File: config.mk
export PLATFORM = sky130hd
export DESIGN_NAME = rgb_to_hsv_converter_flat
export DESIGN_NICKNAME = d
export VERILOG_FILES = /design/src/sv/rgb_hsv_pkg.sv /design/src/sv/rgb_hsv_if.sv /design/src/sv/rgb_hsv_front.sv /design/src/sv/rgb_hsv_div_stage.sv /design/src/sv/rgb_hsv_finish.sv /design/src/sv/rgb_to_hsv_converter.sv /design/src/flat_wrapper.sv
export SDC_FILE = /design/constraint.sdc
export NUM_CORES = 1
export LEC_CHECK = 0
export BUFFER_PORTS_ARGS = -buffer_cell sky130_fd_sc_hd__buf_4
export CAP_MARGIN = 25
export CORE_UTILIZATION = 27
export DETAILED_ROUTE_END_ITERATION = 8
export PLACE_DENSITY = 0.51
export SYNTH_ARGS = -nofsm -noshare
export SYNTH_HDL_FRONTEND = slang
export SYNTH_HIERARCHICAL = 1
export SYNTH_SLANG_ARGS = --single-unit
File: constraint.sdc
create_clock -name clock -period 18.8 [get_ports clock]
set_clock_uncertainty 0.05 [all_clocks]
set_input_delay 0.94 -clock clock [delete_from_list [all_inputs] [get_ports clock]]
set_output_delay 0.94 -clock clock [all_outputs]
set_load 0.01 [all_outputs]
File: src/sv/rgb_hsv_pkg.sv
package rgb_hsv_pkg;

   localparam int CH_W   = 8;
   localparam int HUE_W  = 9;
   localparam int PCT_W  = 7;

   // hue divider: numerator up to 300*255, quotient up to 300
   localparam int HUE_NW = 17;
   localparam int HUE_QW = 9;
   // saturation divider: numerator up to 100*255, quotient up to 100
   localparam int SAT_NW = 15;
   localparam int SAT_QW = 7;

   localparam int DIV_STEPS  = 3;
   localparam int DIV_STAGES = (HUE_QW + DIV_STEPS - 1) / DIV_STEPS;

   localparam logic [PCT_W-1:0]  PCT_SCALE  = 7'd100;
   localparam logic [5:0]        DEG_SECTOR = 6'd60;
   localparam logic [HUE_W-1:0]  DEG_TURN   = 9'd360;
   localparam logic [CH_W-1:0]   OFF_GREEN  = 8'd120;
   localparam logic [CH_W-1:0]   OFF_BLUE   = 8'd240;
   localparam logic [CH_W-1:0]   DARK_MAX   = 8'd2;

   typedef enum logic [1:0] {
      CH_RED,
      CH_GREEN,
      CH_BLUE
   } chan_type;

   typedef struct packed {
      logic [CH_W-1:0] red;
      logic [CH_W-1:0] green;
      logic [CH_W-1:0] blue;
      chan_type        hi;
      logic [CH_W-1:0] mx;
      logic [CH_W-1:0] delta;
   } front_type;

   typedef struct packed {
      logic [HUE_NW-1:0] hue_rem;
      logic [HUE_QW-1:0] hue_quo;
      logic [CH_W-1:0]   delta;
      logic              hue_neg;
      logic              gray;
      logic [SAT_NW-1:0] sat_rem;
      logic [SAT_QW-1:0] sat_quo;
      logic [CH_W-1:0]   mx;
      logic              dark;
      logic [PCT_W-1:0]  val;
   } div_type;

endpackage

File: src/sv/rgb_hsv_if.sv
interface rgb_hsv_req_if;
   logic       valid;
   logic       ready;
   logic [7:0] red;
   logic [7:0] green;
   logic [7:0] blue;

   modport source (output valid, output red, output green, output blue, input ready);
   modport sink (input valid, input red, input green, input blue, output ready);
endinterface

interface rgb_hsv_rsp_if;
   logic       valid;
   logic       ready;
   logic [8:0] hue;
   logic [6:0] saturation;
   logic [6:0] brightness;

   modport source (output valid, output hue, output saturation, output brightness,
                   input ready);
   modport sink (input valid, input hue, input saturation, input brightness,
                 output ready);
endinterface

File: src/sv/rgb_hsv_front.sv
module rgb_hsv_front (
   input  logic                 clock,
   input  logic                 reset,
   rgb_hsv_req_if.sink          req_ch,
   output logic                 o_valid,
   input  logic                 o_ready,
   output rgb_hsv_pkg::div_type o_data
);
   import rgb_hsv_pkg::*;

   logic      a_valid_ff;
   front_type a_ff;
   front_type a_in;
   logic      a_load;

   logic      b_valid_ff;
   div_type   b_ff;
   div_type   b_in;
   logic      b_load;

   assign b_load = !b_valid_ff || o_ready;
   assign a_load = !a_valid_ff || b_load;
   assign req_ch.ready = a_load;

   // stage a: largest and smallest channel, ties to the lower index
   always_comb begin
      logic [CH_W-1:0] mn;
      a_in.red   = req_ch.red;
      a_in.green = req_ch.green;
      a_in.blue  = req_ch.blue;
      a_in.hi    = CH_RED;
      a_in.mx    = req_ch.red;
      mn         = req_ch.red;
      if (req_ch.green > a_in.mx) begin
         a_in.hi = CH_GREEN;
         a_in.mx = req_ch.green;
      end
      if (req_ch.blue > a_in.mx) begin
         a_in.hi = CH_BLUE;
         a_in.mx = req_ch.blue;
      end
      if (req_ch.green < mn) begin
         mn = req_ch.green;
      end
      if (req_ch.blue < mn) begin
         mn = req_ch.blue;
      end
      a_in.delta = a_in.mx - mn;
   end

   always_ff @(posedge clock) begin
      if (reset) begin
         a_valid_ff <= 1'b0;
      end else if (a_load) begin
         a_valid_ff <= req_ch.valid;
      end
   end

   always_ff @(posedge clock) begin
      if (a_load && req_ch.valid) begin
         a_ff <= a_in;
      end
   end

   // stage b: dividends for hue and saturation, value by reciprocal of 255
   always_comb begin
      logic signed [CH_W:0]     diff;
      logic signed [HUE_NW:0]   diff_w;
      logic signed [HUE_NW:0]   sum_w;
      logic [CH_W-1:0]          mag;
      logic [HUE_NW-1:0]        off_term;
      logic [SAT_NW-1:0]        scaled;
      logic [SAT_NW:0]          recip;
      diff     = '0;
      off_term = '0;
      unique case (a_ff.hi)
         CH_RED: begin
            diff = $signed({1'b0, a_ff.green}) - $signed({1'b0, a_ff.blue});
         end
         CH_GREEN: begin
            diff     = $signed({1'b0, a_ff.blue}) - $signed({1'b0, a_ff.red});
            off_term = HUE_NW'(a_ff.delta) * HUE_NW'(OFF_GREEN);
         end
         CH_BLUE: begin
            diff     = $signed({1'b0, a_ff.red}) - $signed({1'b0, a_ff.green});
            off_term = HUE_NW'(a_ff.delta) * HUE_NW'(OFF_BLUE);
         end
         default: begin
            diff = '0;
         end
      endcase
      diff_w = {{(HUE_NW - CH_W){diff[CH_W]}}, diff};
      mag    = diff[CH_W] ? CH_W'(-diff) : CH_W'(diff);
      sum_w  = diff_w * $signed({1'b0, HUE_NW'(DEG_SECTOR)})
               + $signed({1'b0, off_term});

      b_in.hue_quo = '0;
      b_in.delta   = a_ff.delta;
      b_in.gray    = (a_ff.delta == '0);
      if (a_ff.hi == CH_RED) begin
         b_in.hue_rem = HUE_NW'(mag) * HUE_NW'(DEG_SECTOR);
         b_in.hue_neg = diff[CH_W];
      end else begin
         b_in.hue_rem = sum_w[HUE_NW-1:0];
         b_in.hue_neg = 1'b0;
      end

      b_in.sat_rem = SAT_NW'(a_ff.delta) * SAT_NW'(PCT_SCALE);
      b_in.sat_quo = '0;
      b_in.mx      = a_ff.mx;
      b_in.dark    = (a_ff.mx <= DARK_MAX);

      scaled   = SAT_NW'(a_ff.mx) * SAT_NW'(PCT_SCALE);
      recip    = (SAT_NW + 1)'(scaled) + (SAT_NW + 1)'(scaled >> CH_W) + (SAT_NW + 1)'(1);
      b_in.val = PCT_W'(recip >> CH_W);
   end

   always_ff @(posedge clock) begin
      if (reset) begin
         b_valid_ff <= 1'b0;
      end else if (b_load) begin
         b_valid_ff <= a_valid_ff;
      end
   end

   always_ff @(posedge clock) begin
      if (b_load && a_valid_ff) begin
         b_ff <= b_in;
      end
   end

   assign o_valid = b_valid_ff;
   assign o_data  = b_ff;

endmodule

File: src/sv/rgb_hsv_div_stage.sv
module rgb_hsv_div_stage #(
   parameter int STAGE = 0
) (
   input  logic                 clock,
   input  logic                 reset,
   input  logic                 i_valid,
   output logic                 i_ready,
   input  rgb_hsv_pkg::div_type i_data,
   output logic                 o_valid,
   input  logic                 o_ready,
   output rgb_hsv_pkg::div_type o_data
);
   import rgb_hsv_pkg::*;

   logic    valid_ff;
   div_type data_ff;
   div_type data_in;
   logic    load;

   assign load    = !valid_ff || o_ready;
   assign i_ready = load;

   // restoring division, a few quotient bits per stage for both dividers
   always_comb begin
      int                hk;
      int                sk;
      logic [HUE_NW-1:0] hsh;
      logic [SAT_NW-1:0] ssh;
      data_in = i_data;
      hsh     = '0;
      ssh     = '0;
      for (int j = 0; j < DIV_STEPS; j++) begin
         hk = HUE_QW - 1 - DIV_STEPS * STAGE - j;
         sk = SAT_QW - 1 - DIV_STEPS * STAGE - j;
         if (hk >= 0) begin
            hsh = HUE_NW'(data_in.delta) << hk;
            if (data_in.hue_rem >= hsh) begin
               data_in.hue_rem = data_in.hue_rem - hsh;
               data_in.hue_quo = data_in.hue_quo | (HUE_QW'(1) << hk);
            end
         end
         if (sk >= 0) begin
            ssh = SAT_NW'(data_in.mx) << sk;
            if (data_in.sat_rem >= ssh) begin
               data_in.sat_rem = data_in.sat_rem - ssh;
               data_in.sat_quo = data_in.sat_quo | (SAT_QW'(1) << sk);
            end
         end
      end
   end

   always_ff @(posedge clock) begin
      if (reset) begin
         valid_ff <= 1'b0;
      end else if (load) begin
         valid_ff <= i_valid;
      end
   end

   always_ff @(posedge clock) begin
      if (load && i_valid) begin
         data_ff <= data_in;
      end
   end

   assign o_valid = valid_ff;
   assign o_data  = data_ff;

endmodule

File: src/sv/rgb_hsv_finish.sv
module rgb_hsv_finish (
   input  logic                 clock,
   input  logic                 reset,
   input  logic                 i_valid,
   output logic                 i_ready,
   input  rgb_hsv_pkg::div_type i_data,
   rgb_hsv_rsp_if.source        rsp_ch
);
   import rgb_hsv_pkg::*;

   logic             valid_ff;
   logic [HUE_W-1:0] hue_ff;
   logic [HUE_W-1:0] hue_in;
   logic [PCT_W-1:0] sat_ff;
   logic [PCT_W-1:0] sat_in;
   logic [PCT_W-1:0] val_ff;
   logic             load;

   assign load    = !valid_ff || rsp_ch.ready;
   assign i_ready = load;

   // negative red-sector hue wraps by a full turn, truncation to zero stays zero
   always_comb begin
      if (i_data.gray) begin
         hue_in = '0;
      end else if (i_data.hue_neg && (i_data.hue_quo != '0)) begin
         hue_in = DEG_TURN - i_data.hue_quo;
      end else if (i_data.hue_neg) begin
         hue_in = '0;
      end else begin
         hue_in = i_data.hue_quo;
      end
      sat_in = i_data.dark ? '0 : i_data.sat_quo;
   end

   always_ff @(posedge clock) begin
      if (reset) begin
         valid_ff <= 1'b0;
      end else if (load) begin
         valid_ff <= i_valid;
      end
   end

   always_ff @(posedge clock) begin
      if (load && i_valid) begin
         hue_ff <= hue_in;
         sat_ff <= sat_in;
         val_ff <= i_data.val;
      end
   end

   assign rsp_ch.valid      = valid_ff;
   assign rsp_ch.hue        = hue_ff;
   assign rsp_ch.saturation = sat_ff;
   assign rsp_ch.brightness = val_ff;

endmodule

File: src/sv/rgb_to_hsv_converter.sv
// RGB to HSV pixel converter, 8-bit channels in, whole-number HSV out.
// req_ch carries one pixel per beat (red, green, blue); rsp_ch returns one
// beat per pixel with hue in degrees 0..359, saturation and brightness in
// percent 0..100, in the order the pixels came in.
// Both channels use valid/ready; a beat moves when both are high.
// An accepted pixel passes six registered stages on its way to rsp_ch:
// two front stages (max/min, then dividends and brightness), three divider
// stages that each resolve up to three quotient bits of the hue and saturation
// restoring dividers, and the output register.
// Throughput is one pixel per clock while rsp_ch.ready stays high; the divider stages set the depth.
// Every stage holds its own valid bit and loads whenever it is empty or the
// stage after it moves, so bubbles close up while the receiver stalls.
// While rsp_ch.ready is low the held result stays put and req_ch keeps
// accepting until all six stages are full; no beat is dropped or repeated.
// Synchronous reset empties all stages; the block has no other state.
module rgb_to_hsv_converter (
   input  logic           clock,
   input  logic           reset,
   rgb_hsv_req_if.sink    req_ch,
   rgb_hsv_rsp_if.source  rsp_ch
);
   import rgb_hsv_pkg::*;

   logic    stg_valid [DIV_STAGES+1];
   logic    stg_ready [DIV_STAGES+1];
   div_type stg_data  [DIV_STAGES+1];

   rgb_hsv_front u_front (
      .clock   (clock),
      .reset   (reset),
      .req_ch  (req_ch),
      .o_valid (stg_valid[0]),
      .o_ready (stg_ready[0]),
      .o_data  (stg_data[0])
   );

   for (genvar s = 0; s < DIV_STAGES; s++) begin : g_div
      rgb_hsv_div_stage #(
         .STAGE (s)
      ) u_div (
         .clock   (clock),
         .reset   (reset),
         .i_valid (stg_valid[s]),
         .i_ready (stg_ready[s]),
         .i_data  (stg_data[s]),
         .o_valid (stg_valid[s+1]),
         .o_ready (stg_ready[s+1]),
         .o_data  (stg_data[s+1])
      );
   end

   rgb_hsv_finish u_finish (
      .clock   (clock),
      .reset   (reset),
      .i_valid (stg_valid[DIV_STAGES]),
      .i_ready (stg_ready[DIV_STAGES]),
      .i_data  (stg_data[DIV_STAGES]),
      .rsp_ch  (rsp_ch)
   );

endmodule
File: src/flat_wrapper.sv
// flat-port wrapper written by rule: the top's interface ports become plain ports
module rgb_to_hsv_converter_flat import rgb_hsv_pkg::*;
  (clock, reset, req_ch_valid, req_ch_red, req_ch_green, req_ch_blue, req_ch_ready, rsp_ch_valid, rsp_ch_hue, rsp_ch_saturation, rsp_ch_brightness, rsp_ch_ready);
  rgb_hsv_req_if req_ch_i ();
  rgb_hsv_rsp_if rsp_ch_i ();
  input  logic clock;
  input  logic reset;
  input wire logic [$bits(req_ch_i.valid)-1:0] req_ch_valid;
  input wire logic [$bits(req_ch_i.red)-1:0] req_ch_red;
  input wire logic [$bits(req_ch_i.green)-1:0] req_ch_green;
  input wire logic [$bits(req_ch_i.blue)-1:0] req_ch_blue;
  output wire logic [$bits(req_ch_i.ready)-1:0] req_ch_ready;
  output wire logic [$bits(rsp_ch_i.valid)-1:0] rsp_ch_valid;
  output wire logic [$bits(rsp_ch_i.hue)-1:0] rsp_ch_hue;
  output wire logic [$bits(rsp_ch_i.saturation)-1:0] rsp_ch_saturation;
  output wire logic [$bits(rsp_ch_i.brightness)-1:0] rsp_ch_brightness;
  input wire logic [$bits(rsp_ch_i.ready)-1:0] rsp_ch_ready;
  assign req_ch_i.valid = req_ch_valid;
  assign req_ch_i.red = req_ch_red;
  assign req_ch_i.green = req_ch_green;
  assign req_ch_i.blue = req_ch_blue;
  assign req_ch_ready = req_ch_i.ready;
  assign rsp_ch_valid = rsp_ch_i.valid;
  assign rsp_ch_hue = rsp_ch_i.hue;
  assign rsp_ch_saturation = rsp_ch_i.saturation;
  assign rsp_ch_brightness = rsp_ch_i.brightness;
  assign rsp_ch_i.ready = rsp_ch_ready;
  rgb_to_hsv_converter u_core (.clock(clock), .reset(reset), .req_ch(req_ch_i), .rsp_ch(rsp_ch_i));
endmodule
### Yosys cells after proc, flatten, opt, wreduce, memory -nomap -nowiden

Cells that the tools add are included.

* add/sub/neg operators: 23
* $mul: 6
* $lt $le $gt $ge: 21
* eq/ne operators: 2
* mux-type cells: 24
* reductions and logical operators: 22

Operator list (number)
* 26-bit 2-to-1 mux: 8
* 22-bit 2-to-1 mux: 6
* 8-bit by 4-bit multiplier with 12-bit output, second input constant: 3
* 8-bit 2-to-1 mux: 4
* 16-bit one-hot mux with 2 select lines: 1
* 9-bit 2-to-1 mux: 3
* 9-bit one-hot mux with 3 select lines: 1
* 8-bit by 8-bit subtractor with 9-bit output: 3
* 8-bit by 5-bit multiplier with 13-bit output, second input constant: 2
* 16-bit by 17-bit adder with 17-bit output: 1
* 17-bit by 10-bit greater-or-equal comparator with 1-bit output: 1
* 17-bit by 11-bit greater-or-equal comparator with 1-bit output: 1
* 17-bit by 12-bit greater-or-equal comparator with 1-bit output: 1
* 17-bit by 13-bit greater-or-equal comparator with 1-bit output: 1
* 17-bit by 14-bit greater-or-equal comparator with 1-bit output: 1
* 17-bit by 15-bit greater-or-equal comparator with 1-bit output: 1
* 17-bit by 16-bit greater-or-equal comparator with 1-bit output: 1
* 17-bit by 8-bit greater-or-equal comparator with 1-bit output: 1
* 17-bit by 9-bit greater-or-equal comparator with 1-bit output: 1
* 17-bit by 10-bit subtractor with 17-bit output: 1
* 17-bit by 11-bit subtractor with 17-bit output: 1
* 17-bit by 12-bit subtractor with 17-bit output: 1
* 17-bit by 13-bit subtractor with 17-bit output: 1
* 17-bit by 14-bit subtractor with 17-bit output: 1
* 34 further kinds: 52

* bits in registers: 301
* input port bits: 28
* output and inout bits: 25
* logic and storage cells: 154

### Depth between registers and ports, before layout

Gate-level depths: netlist (run 1).

* depth after elaboration: 8
* depth in mapped cells: 34

### Cells and area by module

The synthesis (run 1) kept the hierarchy.

Modules (own cells, without submodules)
* rgb_hsv_front: times used 1, cells each 1114, area an instance 10777.8 um^2, sequential area each 2832.7 um^2
* rgb_hsv_div_stage at u_core.g_div[1].u_div: times used 1, cells each 615, area an instance 6019.5 um^2, sequential area each 2242.2 um^2
* rgb_hsv_div_stage at u_core.g_div[0].u_div: times used 1, cells each 507, area an instance 5456.5 um^2, sequential area each 2242.2 um^2
* rgb_hsv_div_stage at u_core.g_div[2].u_div: times used 1, cells each 495, area an instance 5107.4 um^2, sequential area each 2242.2 um^2
* rgb_hsv_finish: times used 1, cells each 80, area an instance 1088.5 um^2, sequential area each 710.7 um^2

### Worst setup path before layout (run 1)

No wires, ideal clock.

* kind: register -> register
* start: reg u_core.g_div[1].u_div.data_ff (netlist bit u_core/g_div[1].u_div/o_data[41])
* end: reg, netlist name u_core/g_div[2].u_div/o_data[58]
* data arrival time: 6.688 ns
* required time: 18.490 ns
* slack: 11.803 ns
* cell stages (with the launch flop): 32
* clock period less this slack: 6.997 ns
* path through: edfxtp_1 -> inv_1 -> ha_1 -> nor2b_1 -> o31a_1 -> o211ai_1 -> nand2_2 -> nand2_1 -> nand2_1 -> ha_1 -> a21o_1 -> a21oi_1 -> nand2_1 -> a311oi_1 -> and4bb_2 -> nand4_1 -> or3_1 -> buf_2 -> clkbuf_1 -> a21oi_1 -> ha_1 -> nor2b_1 -> o21ai_0 -> a21boi_0 -> o21ai_0 -> a21boi_0 -> o21ai_0 -> nand2b_1 -> a21oi_1 -> nand3_1 -> nor2_4 -> mux2_2

RTL lines
* from (decl): line rgb_hsv_div_stage.sv:16 `div_type data_ff;`
* from (signal assigned): line rgb_hsv_div_stage.sv:62 `data_ff <= data_in;`

==> reports/summary.txt, run 1 <==
first-pass GRT wire length -> 95900 um
height of the die -> 313 um
Clock Latency Late Sink -> 570 ps
row count -> 113
CP endpoint kind -> register
GRT overflow -> 0
Slew Viols, Final -> 0
Worst Setup Path Type -> reg -> reg
Max Cap Viol -> 0
Post-Route WL -> 58700 um
starting density of the core -> 0.274
worst slew pin tran -> 991 ps
WL/cell -> 14.7 um
r2r endpoint -> u_core/g_div[1].u_div/o_data[35]
Hold Path Sink -> u_core/g_div[1].u_div/o_data[39]
endpoints failing setup -> 0
Clock transition at path regs -> 60 ps
vias in the first global route -> 18038
R2R depth -> 29
reg2reg setup slack -> 10650 ps
Initial DRC Count -> 982
cts repair resizes -> 0
CTS Sinks -> 296
antenna-violating nets left -> 0
Setup TNS Final -> 0 ps
Die ar. -> 98100 um^2
initial antenna violation count -> 1
Worst Hold Depth -> 0
Area growth syn-to-layout -> 11.8%
Final Hold Fails -> 0
Critical Path Max Stage Delay -> 660 ps
Cells after Synth -> 2631
Buffers on Ports -> 52
top sig layer -> met4
total vias in the final route -> 18518
TritonCTS clock tree -> built
root buf cell -> clkbuf_16
syn avg cell area -> 9.94 um^2
status -> finished, final reports clean
fmax -> 123 MHz
M1 wire length -> 30500 um
hold path start -> u_core/g_div[0].u_div/o_data[39]
Place WS -> 10670 ps
TritonRoute pass-1 iters -> 5
Bufs on Longest Clock Path -> 3
final HPWL from detailed placement -> 47200 um
htree depth -> 2
CP arrival -> 8400 ps
mapped cell area -> 26200 um^2
Slew headroom -> 0.339
Yosys warning total -> 6
post-route setup slack -> 10650 ps
layout cells sized above 1 -> 0.0894
post-layout minimum cycle time -> 8150 ps
routed vias/inst -> 4.65
Placeable Area -> 95400 um^2
CP max-delay cell -> and4_1
detailed-route DRC error count -> 0
crit start category -> register
RePlAce Congestion -> 0.828
Global Route Usage Sum -> 0.120
unrepaired setup endpoints after global routing -> false
met3 WL -> 1820 um
reg-to-reg startpoint -> u_core/g_div[0].u_div/o_data[9]
Met2 Routed Length -> 25500 um
TritonCTS Buffers -> 37
diode count -> 0
worst endpoint required time -> 19060 ps
largest net degree at the start of global routing -> 75
io pins -> 53
Critical Path Fanout Max -> 20
setup bufs post-CTS -> 0
Hold Path Class -> reg -> reg
Hold-fix buffers, CTS -> 0
final net count -> 3106
fin crit share -> 0.433
die span in x -> 313 um
## state kept, by name, summed over array words and instances (netlist names)
signal                             count
u_core/u_finish/rsp_ch.valid           1
u_core/u_front/a_ff                   42
u_core/g_div.u_div/o_valid             3
u_core/u_finish/rsp_ch.hue             9
u_core/u_finish/rsp_ch.brightness      7
u_core/u_front/o_valid                 1
u_core/g_div.u_div/o_data            174
u_core/u_front/a_valid_ff              1
u_core/u_finish/rsp_ch.saturation      7
u_core/u_front/o_data                 51
## worst max-delay path: cells and delay by family, from the launching register on
family	cells	cell delay, ps
xor+xnor	1	180
buf+inv	1	160
fa+ha+maj	3	960
compound gates	11	2560
flops	1	470
simple gates	12	3100
mux	1	430
## layer usage
| layer | vias up | global-route usage |
|---|---|---|
| li1 | 9633 | - |
| met1 | 8603 | 0.174 |
| met2 | 223 | 0.188 |
| met3 | 59 | 0.0153 |
| met4 | 0 | 0.0255 |
| met5 | - | 0 |
## worst max path at each step
stage,from,endpoint,slack (ps),depth (start not counted)
after floorplan,u_core/g_div[0].u_div/o_data[40],u_core/g_div[1].u_div/o_data[63],11930,32
after global placement,u_core/g_div[0].u_div/o_data[9],u_core/g_div[1].u_div/o_data[35],10790,29
after detailed placement,u_core/g_div[0].u_div/o_data[9],u_core/g_div[1].u_div/o_data[35],10670,29
after CTS,u_core/g_div[0].u_div/o_data[9],u_core/g_div[1].u_div/o_data[35],10640,29
after global routing,u_core/g_div[0].u_div/o_data[9],u_core/g_div[1].u_div/o_data[35],9570,29
final,u_core/g_div[0].u_div/o_data[9],u_core/g_div[1].u_div/o_data[35],10650,29
## cell type report
class                           instances  area, um^2
Tap cell                             1265        1580
Sequential cell                       296        8830
Clock buffer                           42         966
Clock inverter                         26         330
Inverter                              272        1020
Fill cell                            9923       66200
Timing Repair Buffer                   62         510
Multi-Input combinational cell       2019       16000
## layout by cell type, fill, tap and decap left out, types with 59 or more instances in the layout
cell type and instances:
edfxtp_1 290, nand2b_1 61, o21ai_0 136, fa_1 62, nand2_1 145, nor2_1 176
inv_1 272, xnor2_1 117, buf_4 59, a21o_1 60, nor2b_1 70, a21oi_1 175
ha_1 328
## metrics by stage
step	std cells	area, um^2	hold slack (ps)	util
floorplan	2650	26200	350	-
global route	3982	29300	374	0.307
detailed placement	3911	27900	355	0.292
CTS	3979	29200	356	0.306
finish	3982	29300	364	0.307
global placement	3911	27900	352	0.292
Power of run 1 is not shown: default switching activity piles up to over one toggle a cycle in this logic, so the estimate is an artifact.
==> run 2, diff against run 1 <==
Settings changed: PLACE_DENSITY 0.51 to 0.52.
Clock period 18.8 ns to 6.7 ns, I/O delays scaled along.
==> reports/summary.txt, run 2 (same netlist as run 1, synthesis figures left out) <==
status -> finished, final reports clean
Bufs on Longest Clock Path -> 3
GRT overflow -> 0
Placeable Area -> 95400 um^2
initial antenna violation count -> 1
TritonCTS Buffers -> 35
Clock Latency Late Sink -> 560 ps
root buf cell -> clkbuf_16
Critical Path Max Stage Delay -> 440 ps
post-route setup slack -> 324 ps
Buf/Inv on CP -> 4
starting density of the core -> 0.274
detailed-route DRC error count -> 0
height of the die -> 313 um
io pins -> 53
CP arrival -> 6640 ps
final HPWL from detailed placement -> 48800 um
max FFs per register -> 174
Final Hold Fails -> 0
routed vias/inst -> 4.60
vias in the first global route -> 18975
Max Cap Viol -> 0
largest net degree at the start of global routing -> 75
post-layout minimum cycle time -> 6380 ps
TritonRoute pass-1 iters -> 5
fillers -> 9850
worst slew pin tran -> 999 ps
CTS Sinks -> 296
Hold Path Class -> in -> reg
Area growth syn-to-layout -> 18.1%
total vias in the final route -> 19178
Initial DRC Count -> 806
Buffers on Ports -> 52
CP max-delay cell -> edfxtp_1
Worst Setup Path Type -> reg -> reg
Slew headroom -> 0.334
antenna-violating nets left -> 0
worst endpoint required time -> 6960 ps
Top Family by Delay on Critical Path -> compound AO/OA/AOI/OAI gates
Seq. cell area -> 8830 um^2
final net count -> 3294
Critical Path Fanout Max -> 9
fmax -> 157 MHz
layout cells sized above 1 -> 0.151
first-pass GRT wire length -> 98100 um
Global Route Usage Sum -> 0.122
fin crit share -> 0.952
Slew Viols, Final -> 0
die span in x -> 313 um
htree depth -> 2
WL/cell -> 14.5 um
Post-Route WL -> 60200 um
row count -> 113
final hold slack -> 101 ps
leading cell types in the layout, fill and taps excluded -> ha_1, edfxtp_1, inv_1, buf_4, nor2_1
crit start category -> register
Clock transition at path regs -> 60 ps
RePlAce Congestion -> 0.839
multi-input logic area -> 16300 um^2
CP endpoint kind -> register
TritonCTS clock tree -> built
endpoints failing setup -> 0
Place WS -> 0.690 ps
commonest non-fill, non-tap cell in the layout -> ha_1
Die ar. -> 98100 um^2
## run 2: repair_timing
action	in CTS	in global routing
gates resized for setup	1	65
pin swaps	0	8
hold buffers	27	0
endpoints found under the setup margin	6	55
cloned	0	1
hold endpoints to repair	30	0
buffers inserted	0	7
## run 2: final cells by class
class                           instances  area share
Clock buffer                           40      0.0293
Tap cell                             1265      0.0512
Inverter                              272      0.0331
Multi-Input combinational cell       2020       0.527
Sequential cell                       296       0.286
Clock inverter                         23     0.00936
Timing Repair Buffer                  251      0.0645
Antenna cell                            1   0.0000810
## run 2: worst paths after layout
path | start | cells past startpoint | endpoint | slack (ps)
setup / recovery | u_core/u_front/o_data[14] | 25 | u_core/g_div[0].u_div/o_data[29] | 320
hold / removal | rsp_ch_ready | 3 | u_core/u_finish/rsp_ch.valid | 100
setup reg to reg | u_core/u_front/o_data[14] | 25 | u_core/g_div[0].u_div/o_data[29] | 320
hold reg to reg | u_core/g_div[1].u_div/o_data[2] | 0 | u_core/g_div[2].u_div/o_data[2] | 370
## run 2: per-stage QoR
| stage | util | cells | instance area [um^2] | setup TNS, ps |
|---|---|---|---|---|
| 6_report | 0.324 | 4168 | 30900 | 0 |
| 5_1_grt | 0.324 | 4167 | 30900 | -132 |
| 4_1_cts | 0.320 | 4158 | 30600 | 0 |
| 3_5_place_dp | 0.305 | 4068 | 29100 | 0 |
| 3_3_place_gp | 0.305 | 4068 | 29100 | 0 |
| 2_1_floorplan | - | 2650 | 26200 | 0 |
## run 2: worst register-to-register path: stages (launching register included)
cell	delay, ps
edfxtp_1	440
inv_1	160
ha_1	300
a21oi_1	200
o21ai_0	170
o31a_1	310
nor3_4	220
buf_4	200
mux2_1	370
ha_1	300
or2_2	290
a31oi_1	210
a21oi_1	90
nor4_2	270
mux2_2	400
inv_1	60
ha_1	230
nor2b_1	130
o21ai_0	200
a21boi_0	160
o21a_1	200
o21ai_0	250
a21oi_1	130
and4bb_1	320
buf_12	140
mux2_2	330
## run 2: metal layers
metal  wire length (um)  up-vias  global-route usage
li1                   -    10016                   -
met1              30100     8862               0.171
met2              27200      244               0.201
met3               1910       56              0.0152
met4                957        0              0.0257
met5                  0        -                   0
Power of run 2 is left out for the same reason.
